`config.mk`:
```
export PLATFORM = sky130hd
export DESIGN_NAME = first_fit_block_allocator_core
export DESIGN_NICKNAME = d
export VERILOG_FILES = /design/src/hdl/ffba_pkg.sv /design/src/hdl/first_fit_block_allocator_core.sv /design/src/hdl/ffba_csr.sv /design/src/hdl/ffba_table.sv
export SDC_FILE = /design/constraint.sdc
export NUM_CORES = 2
export LEC_CHECK = 0
export BUFFER_PORTS_ARGS = -buffer_cell sky130_fd_sc_hd__buf_2
export CAP_MARGIN = 0
export CORE_MARGIN = 2
export CORE_UTILIZATION = 40
export DETAILED_ROUTE_END_ITERATION = 12
export SYNTH_ARGS = -nofsm -noshare
export SYNTH_HDL_FRONTEND = slang
export SYNTH_HIERARCHICAL = 1
export SYNTH_MEMORY_MAX_BITS = 65536
export SYNTH_SLANG_ARGS = --single-unit
```
`constraint.sdc`:
```
create_clock -name clock -period 15.55 [get_ports clock]
set_input_delay 1.555 -clock clock [delete_from_list [all_inputs] [get_ports clock]]
set_output_delay 1.555 -clock clock [all_outputs]
set_load 0.01 [all_outputs]
```
`src/hdl/ffba_pkg.sv`:
```
package ffba_pkg;

   // Table geometry and block layout.
   localparam int MAX_BLOCKS   = 64;
   localparam int HEADER_BYTES = 16;
   localparam int IDX_W        = $clog2(MAX_BLOCKS);
   localparam int CNT_W        = $clog2(MAX_BLOCKS + 1);

   // Field widths and the extended width used for end-of-block arithmetic.
   localparam int WORD_W = 32;
   localparam int EXT_W  = WORD_W + 2;

   // Configuration port geometry and register indexes.
   localparam int CSR_ADDR_W = 3;
   localparam logic REG_HEAP_BASE = 1'b0;
   localparam logic REG_HEAP_END  = 1'b1;

   // Reset values of the configuration registers.
   localparam logic [WORD_W-1:0] HEAP_BASE_RESET = '0;
   localparam logic [WORD_W-1:0] HEAP_END_RESET  = '1;

   // Operation codes.
   localparam logic OP_ALLOC = 1'b0;
   localparam logic OP_FREE  = 1'b1;

   // Result status codes.
   localparam logic [1:0] STAT_OK       = 2'd0;
   localparam logic [1:0] STAT_NULL     = 2'd1;
   localparam logic [1:0] STAT_NOSPACE  = 2'd2;
   localparam logic [1:0] STAT_NOTFOUND = 2'd3;

   // One row of the block table.
   typedef struct packed {
      logic              in_use;
      logic [WORD_W-1:0] size;
      logic [WORD_W-1:0] data_addr;
   } entry_type;

endpackage

```
`src/hdl/first_fit_block_allocator_core.sv`:
```
// First-fit block allocator. Start a transaction by raising start while busy is low; busy
// is low in the cycle in which the result is shown. Every transaction gives exactly one
// result, shown for a single cycle with rsp_strobe, and the receiver cannot hold it off, so
// it must take the result in that cycle. A null request (an allocate of size zero or a free
// of address zero), or a free on an empty table, answers in the cycle after acceptance, and
// an allocate on an empty table goes straight to the append step and answers from there.
// Otherwise the block table is scanned through its single read port, one entry per cycle:
// a free or a fitting allocate answers at the first hit, a free that misses answers not
// found after the last live entry, and an allocate with no fit goes to the append step.
// The table memory holds no reset values; only entries below the block count are ever read.
// Write heap_base and heap_end only while idle.
module first_fit_block_allocator_core (
   input  logic                              clock,
   input  logic                              reset,
   input  logic                              start,
   output logic                              busy,
   input  logic                              req_opcode,
   input  logic [ffba_pkg::WORD_W-1:0]       req_request_size,
   input  logic [ffba_pkg::WORD_W-1:0]       req_release_address,
   output logic                              rsp_strobe,
   output logic [ffba_pkg::WORD_W-1:0]       rsp_granted_address,
   output logic [1:0]                        rsp_status,
   input  logic                              psel,
   input  logic                              penable,
   input  logic                              pwrite,
   input  logic [ffba_pkg::CSR_ADDR_W-1:0]   paddr,
   input  logic [31:0]                       pwdata,
   output logic [31:0]                       prdata,
   output logic                              pready
);
   import ffba_pkg::*;

   localparam logic [1:0] S_IDLE   = 2'd0;
   localparam logic [1:0] S_SCAN   = 2'd1;
   localparam logic [1:0] S_APPEND = 2'd2;

   logic [1:0]        state_ff;
   logic [1:0]        state_in;
   logic              op_ff;
   logic [WORD_W-1:0] size_ff;
   logic [WORD_W-1:0] release_ff;
   logic [CNT_W-1:0]  count_ff;
   logic [CNT_W-1:0]  count_in;
   logic [WORD_W-1:0] top_ff;
   logic [WORD_W-1:0] top_in;
   logic [CNT_W-1:0]  issue_ff;
   logic [CNT_W-1:0]  issue_in;
   logic              chk_valid_ff;
   logic [IDX_W-1:0]  chk_idx_ff;
   logic              rsp_strobe_ff;
   logic              rsp_strobe_in;
   logic [WORD_W-1:0] rsp_addr_ff;
   logic [WORD_W-1:0] rsp_addr_in;
   logic [1:0]        rsp_status_ff;
   logic [1:0]        rsp_status_in;

   logic [WORD_W-1:0] heap_base;
   logic [WORD_W-1:0] heap_end;

   logic              accept;
   logic              rd_en;
   entry_type         rd_entry;
   logic              wr_en;
   logic [IDX_W-1:0]  wr_idx;
   entry_type         wr_entry;

   logic              fit;
   logic              match;
   logic              hit;
   logic              last;
   logic [WORD_W-1:0] hdr_addr;
   logic [EXT_W-1:0]  data_ext;
   logic [EXT_W-1:0]  end_ext;
   logic              full;
   logic              over;

   // Configuration registers.
   ffba_csr u_csr (
      .clock     (clock),
      .reset     (reset),
      .psel      (psel),
      .penable   (penable),
      .pwrite    (pwrite),
      .paddr     (paddr),
      .pwdata    (pwdata),
      .prdata    (prdata),
      .pready    (pready),
      .heap_base (heap_base),
      .heap_end  (heap_end)
   );

   // Block table memory.
   ffba_table u_table (
      .clock    (clock),
      .wr_en    (wr_en),
      .wr_idx   (wr_idx),
      .wr_entry (wr_entry),
      .rd_en    (rd_en),
      .rd_idx   (issue_ff[IDX_W-1:0]),
      .rd_entry (rd_entry)
   );

   assign busy   = (state_ff != S_IDLE);
   assign accept = start && !busy;

   // One table read is issued per scan cycle until every live entry is covered.
   assign rd_en = (state_ff == S_SCAN) && (issue_ff < count_ff);

   // Checks on the entry that came back from the memory this cycle.
   assign fit   = !rd_entry.in_use && (rd_entry.size >= size_ff);
   assign match = (rd_entry.data_addr == release_ff);
   assign hit   = chk_valid_ff && ((op_ff == OP_ALLOC) ? fit : match);
   assign last  = chk_valid_ff
                  && ((CNT_W'({1'b0, chk_idx_ff}) + CNT_W'(1)) == count_ff);

   // Placement of an appended block, computed wide so that it cannot wrap.
   assign hdr_addr = (count_ff == '0) ? heap_base : top_ff;
   assign data_ext = EXT_W'(hdr_addr) + EXT_W'(HEADER_BYTES);
   assign end_ext  = data_ext + EXT_W'(size_ff);
   assign full     = (count_ff == CNT_W'(MAX_BLOCKS));
   assign over     = (end_ext > EXT_W'(heap_end));

   // Sequencer: accept, scan the table, append if needed, and post the result.
   always_comb begin
      state_in       = state_ff;
      count_in       = count_ff;
      top_in         = top_ff;
      issue_in       = rd_en ? (issue_ff + CNT_W'(1)) : issue_ff;
      wr_en          = 1'b0;
      wr_idx         = chk_idx_ff;
      wr_entry       = rd_entry;
      rsp_strobe_in  = 1'b0;
      rsp_addr_in    = '0;
      rsp_status_in  = STAT_OK;

      case (state_ff)
         S_IDLE: begin
            if (accept) begin
               issue_in = '0;
               if (((req_opcode == OP_ALLOC) && (req_request_size == '0))
                   || ((req_opcode == OP_FREE) && (req_release_address == '0))) begin
                  rsp_strobe_in = 1'b1;
                  rsp_status_in = STAT_NULL;
               end else if (count_ff == '0) begin
                  if (req_opcode == OP_ALLOC) begin
                     state_in = S_APPEND;
                  end else begin
                     rsp_strobe_in = 1'b1;
                     rsp_status_in = STAT_NOTFOUND;
                  end
               end else begin
                  state_in = S_SCAN;
               end
            end
         end

         S_SCAN: begin
            if (hit) begin
               // Write back the matching entry with its new used flag.
               wr_en           = 1'b1;
               wr_entry.in_use = (op_ff == OP_ALLOC);
               rsp_strobe_in   = 1'b1;
               rsp_status_in   = STAT_OK;
               rsp_addr_in     = (op_ff == OP_ALLOC) ? rd_entry.data_addr : '0;
               state_in        = S_IDLE;
            end else if (last) begin
               if (op_ff == OP_ALLOC) begin
                  state_in = S_APPEND;
               end else begin
                  rsp_strobe_in = 1'b1;
                  rsp_status_in = STAT_NOTFOUND;
                  state_in      = S_IDLE;
               end
            end
         end

         S_APPEND: begin
            rsp_strobe_in = 1'b1;
            state_in      = S_IDLE;
            if (full || over) begin
               rsp_status_in = STAT_NOSPACE;
            end else begin
               wr_en              = 1'b1;
               wr_idx             = count_ff[IDX_W-1:0];
               wr_entry.in_use    = 1'b1;
               wr_entry.size      = size_ff;
               wr_entry.data_addr = data_ext[WORD_W-1:0];
               count_in           = count_ff + CNT_W'(1);
               top_in             = end_ext[WORD_W-1:0];
               rsp_status_in      = STAT_OK;
               rsp_addr_in        = data_ext[WORD_W-1:0];
            end
         end

         default: begin
            state_in = S_IDLE;
         end
      endcase
   end

   // Control state.
   always_ff @(posedge clock) begin
      if (reset) begin
         state_ff      <= S_IDLE;
         count_ff      <= '0;
         top_ff        <= '0;
         issue_ff      <= '0;
         chk_valid_ff  <= 1'b0;
         rsp_strobe_ff <= 1'b0;
      end else begin
         state_ff      <= state_in;
         count_ff      <= count_in;
         top_ff        <= top_in;
         issue_ff      <= issue_in;
         chk_valid_ff  <= rd_en;
         rsp_strobe_ff <= rsp_strobe_in;
      end
   end

   // Transaction payload, the index of the entry in flight, and the result.
   always_ff @(posedge clock) begin
      if (accept) begin
         op_ff      <= req_opcode;
         size_ff    <= req_request_size;
         release_ff <= req_release_address;
      end
      chk_idx_ff    <= issue_ff[IDX_W-1:0];
      rsp_addr_ff   <= rsp_addr_in;
      rsp_status_ff <= rsp_status_in;
   end

   assign rsp_strobe          = rsp_strobe_ff;
   assign rsp_granted_address = rsp_addr_ff;
   assign rsp_status          = rsp_status_ff;

endmodule

```
`src/hdl/ffba_csr.sv`:
```
module ffba_csr (
   input  logic                              clock,
   input  logic                              reset,
   input  logic                              psel,
   input  logic                              penable,
   input  logic                              pwrite,
   input  logic [ffba_pkg::CSR_ADDR_W-1:0]   paddr,
   input  logic [31:0]                       pwdata,
   output logic [31:0]                       prdata,
   output logic                              pready,
   output logic [ffba_pkg::WORD_W-1:0]       heap_base,
   output logic [ffba_pkg::WORD_W-1:0]       heap_end
);
   import ffba_pkg::*;

   logic              reg_sel;
   logic              wr_fire;
   logic [WORD_W-1:0] heap_base_ff;
   logic [WORD_W-1:0] heap_end_ff;

   // Registers are selected by the word index; the byte offset is ignored.
   assign reg_sel = paddr[CSR_ADDR_W-1];
   assign wr_fire = psel && penable && pwrite;
   assign pready  = 1'b1;

   // Register writes complete in the access phase.
   always_ff @(posedge clock) begin
      if (reset) begin
         heap_base_ff <= HEAP_BASE_RESET;
         heap_end_ff  <= HEAP_END_RESET;
      end else if (wr_fire) begin
         case (reg_sel)
            REG_HEAP_BASE: heap_base_ff <= pwdata;
            REG_HEAP_END:  heap_end_ff  <= pwdata;
            default: ;
         endcase
      end
   end

   // Read data follows the address with no wait states.
   always_comb begin
      case (reg_sel)
         REG_HEAP_BASE: prdata = heap_base_ff;
         REG_HEAP_END:  prdata = heap_end_ff;
         default:       prdata = '0;
      endcase
   end

   assign heap_base = heap_base_ff;
   assign heap_end  = heap_end_ff;

endmodule

```
`src/hdl/ffba_table.sv`:
```
module ffba_table (
   input  logic                         clock,
   input  logic                         wr_en,
   input  logic [ffba_pkg::IDX_W-1:0]   wr_idx,
   input  ffba_pkg::entry_type          wr_entry,
   input  logic                         rd_en,
   input  logic [ffba_pkg::IDX_W-1:0]   rd_idx,
   output ffba_pkg::entry_type          rd_entry
);
   import ffba_pkg::*;

   entry_type entry_mem [MAX_BLOCKS];
   entry_type rd_entry_ff;

   // Single write port.
   always_ff @(posedge clock) begin
      if (wr_en) begin
         entry_mem[wr_idx] <= wr_entry;
      end
   end

   // Single read port with registered data.
   always_ff @(posedge clock) begin
      if (rd_en) begin
         rd_entry_ff <= entry_mem[rd_idx];
      end
   end

   assign rd_entry = rd_entry_ff;

endmodule
```
==> summary.txt <==
STA
  • Final hold violations: 0
  • Final Skew: 0.0908 ns
  • RSZ-0062 raised after global routing: no
  • Worst hold slack: a little under 0.5 ns
  • Worst slew margin: 0.0537
  • Final worst path period share: 0.780
  • Final setup viols: 0
  • Pin slew with the least headroom to its limit: 1.42 ns
  • Max frequency: 82.5 MHz
  • Total Neg Setup Slack: 0 ns
  • Min Tclk post-route: approximately 12 ns
  • Slew Viols, Final: 0

CTS
  • Skew-Pair Late Insertion Delay: 1.03 ns
  • Clk root buf: clkbuf_16
  • CTS Buffer Depth: 4
  • Clock Pin Slew Worst Setup and Hold Paths: roughly 0.07 ns
  • Total CTS buffers: roughly 430
  • CTS tree: built
  • Post-cts resize count: 0
  • H-tree depth: 5
  • Hold-fix buffers, CTS: 0
  • Setup bufs post-CTS: 0
  • CTS Sinks: 4444

Pwr
  • Total power draw: about 27 mW
  • PwrDens: 138 nW/um2
  • Lkg Pwr: roughly 60 nW
  • VDD IR max: 102 uV

Yosys
  • Yosys warnings: 6
  • Area leader, netlist: edfxtp_1
  • Post-synthesis cell area: roughly 170000 um2
  • Synth top area share: 0.740
  • Commonest cells post-synth: 4290 x edfxtp_1, 1040 x mux4_2, 261 x a22oi_1
  • Area contributors post-synth: edfxtp_1 74%, mux4_2 13%, dfxtp_1 1.8%
  • FFs w/ async S/R, synth: 0
  • FF+latch count, synth: 4444
  • Top FF cell, synth: edfxtp_1
  • Synth cell types: 83
  • Seq/Total Area, Yosys: 0.758
  • Avg Cell Area, Syn: 21.0 um2
  • Mapped Cells: ~8300
  • Number of flops mapped to enable cells by yosys: 4290
  • Syn_nets: approximately 8500
  • Most frequent cell after synthesis: edfxtp_1

Critical path
  • WP buf/inv: 2
  • Crit Path Max Fanout: 44
  • Max stage delay on crit path: 1.21 ns
  • Crit Path Category: reg2reg
  • Delay-heaviest family, CP: simple AND/OR/NAND/NOR gates
  • Crit-path slowest cell: nor2_4
  • Worst r2r dst: u_table/entry_mem[23][11]
  • Critical Path AT: 12.74 ns
  • Setup crit start kind: flip-flop
  • FF-to-FF Start: count_ff[2]
  • R2r worst-path depth: 32
  • Crit path from: count_ff[2]
  • Worst path depth: 32
  • CP required: 16.17 ns
  • Endpoint type of the worst setup path: flip-flop
  • R2R Setup Slk: between 3 and 4 ns

Worst hold path
  • Hold Path Stages: 2
  • Hold crit path type: reg2reg
  • Hold path start: top_ff[0]
  • Worst hold endpoint: top_ff[0]

Global route
  • Maximum number of pins on one net before global-route repair: 123
  • Gr usage total: 0.225
  • First-pass GRT wire length: around 700000 um
  • Total grt overflow: 0
  • Initial antenna violation count: 43
  • Vias in the first global route: 88100

Floorplanning
  • Die area: approximately 440000 um2
  • Floorplan core area: ~430000 um2
  • Die Ht: between 600 and 700 um
  • Row count: ~240
  • Chip Width: around 660 um
  • Initial core utilization: 0.401
  • IO Pins: 175

Detailed routing
  • First drt pass iteration count: 6
  • DRC Markers: 0
  • Drt wl/cell: 34.3 um
  • Total detailed-routing wirelength: 507000 um
  • First DRT Iteration DRCs: 13600
  • DRT antenna net count: 0
  • DR vias/cell: about 6
  • Detailed-route via count: 90000

Placement
  • Gpl congestion: 0.913
  • Port buffer count: 171
  • DP HPWL: 299000 um

Finish
  • Net count, final: 8908
  • Share of layout cells above drive strength 1: 0.252
  • Layout area overhead: 13.1%

Outcome
  • Status: complete, no violations

Flow run
  • # Max-Cap Violations: 0
metrics by stage:
step,setup slack (ns),instances,utilization,area (um2)
after floorplan,2.75,8282,-,174000
after global placement,3.54,14000,0.422,183000
after detailed placement,3.69,14000,0.422,183000
after CTS,3.61,14800,0.453,197000
after global routing,2.84,14800,0.453,197000
final,3.43,14800,0.454,197000
report_power, final:
part	total, mW	leakage, nW	internal [mW]	switching [mW]
clock network	10.3	6.70	5.81	4.53
registers	14.3	40.0	14.1	0.127
logic	2.48	13.5	0.513	1.97
total	27.1	60.2	20.5	6.62
worst reg2reg max path: cells and delay by family, from the launching register on:
| family | cells | cell delay, ns |
|---|---|---|
| adders and majority gates | 3 | 1.07 |
| DFF | 1 | 0.39 |
| xor gates and xnor gates | 1 | 0.16 |
| and+or+nand+nor | 12 | 4.73 |
| buffers and inverters | 2 | 1.14 |
| AOI/OAI and AO/OA | 14 | 4.18 |
layout by cell type, fill, tap and decap left out, types with 112 or more instances in the layout:
master / count
mux2i_1: 186
dfxtp_1: 150
nand2_1: 112
buf_2: 170
clkbuf_16: 432
edfxtp_1: 4290
mux4_2: 1040
buf_4: 235
nand3_1: 155
o22ai_1: 132
nor2_1: 177
ha_1: 116
a22oi_1: 261
layer usage:
metal | part of all wire | GRT usage | vias to the layer above | wire length [um]
met5 | 0.000095 | 0 | - | 48
met4 | 0.033 | 0.0669 | 8 | 16800
met3 | 0.099 | 0.0403 | 744 | 50300
met2 | 0.47 | 0.353 | 4800 | 236000
met1 | 0.40 | 0.324 | 48800 | 204000
li1 | - | - | 35700 | -
layout make-up:
type	instances	area, um2
Sequential cell	4444	132000
Fill cell	35900	237000
Timing Repair Buffer	434	3200
Clock buffer	525	11200
Multi-Input combinational cell	3278	40300
Antenna cell	13	32.5
Inverter	99	374
Clock inverter	262	2550
Tap cell	5734	7170
registers in the layout, summed over array words and instances, names as in the netlist:
register             count
u_table/entry_mem     4160
u_table/rd_entry        65
release_ff              32
rsp_granted_address     32
size_ff                 32
top_ff                  32
u_csr/heap_base         32
u_csr/heap_end          32
count_ff                 7
issue_ff                 7
chk_idx_ff               6
rsp_status               2
state_ff                 2
chk_valid_ff             1
op_ff                    1
rsp_strobe               1
how the worst max path moves through the flow:
stage	to	slack, ns
floorplan	u_table/entry_mem[49][0]	2.75
global placement	u_table/entry_mem[23][13]	3.54
detailed placement	u_table/entry_mem[23][13]	3.69
CTS	u_table/entry_mem[23][36]	3.61
global route	u_table/entry_mem[63][47]	2.84
finish	u_table/entry_mem[23][11]	3.43
kinds of logic (layout without fill, tap and decap cells):
family | after synthesis | after routing | synth area share
multiplexers | 1294 | 1294 | 0.150
flip-flops | 4444 | 4444 | 0.758
adder cells (fa/ha/maj) | 117 | 117 | 0.00846
buffers and inverters | 560 | 1320 | 0.0156
AO/OA/AOI/OAI | 963 | 963 | 0.0399
AND/OR/NAND/NOR | 803 | 803 | 0.0231
other | 1 | 14 | 0.0000216
XOR/XNOR | 100 | 100 | 0.00503
(Power assumes the default switching activity.)
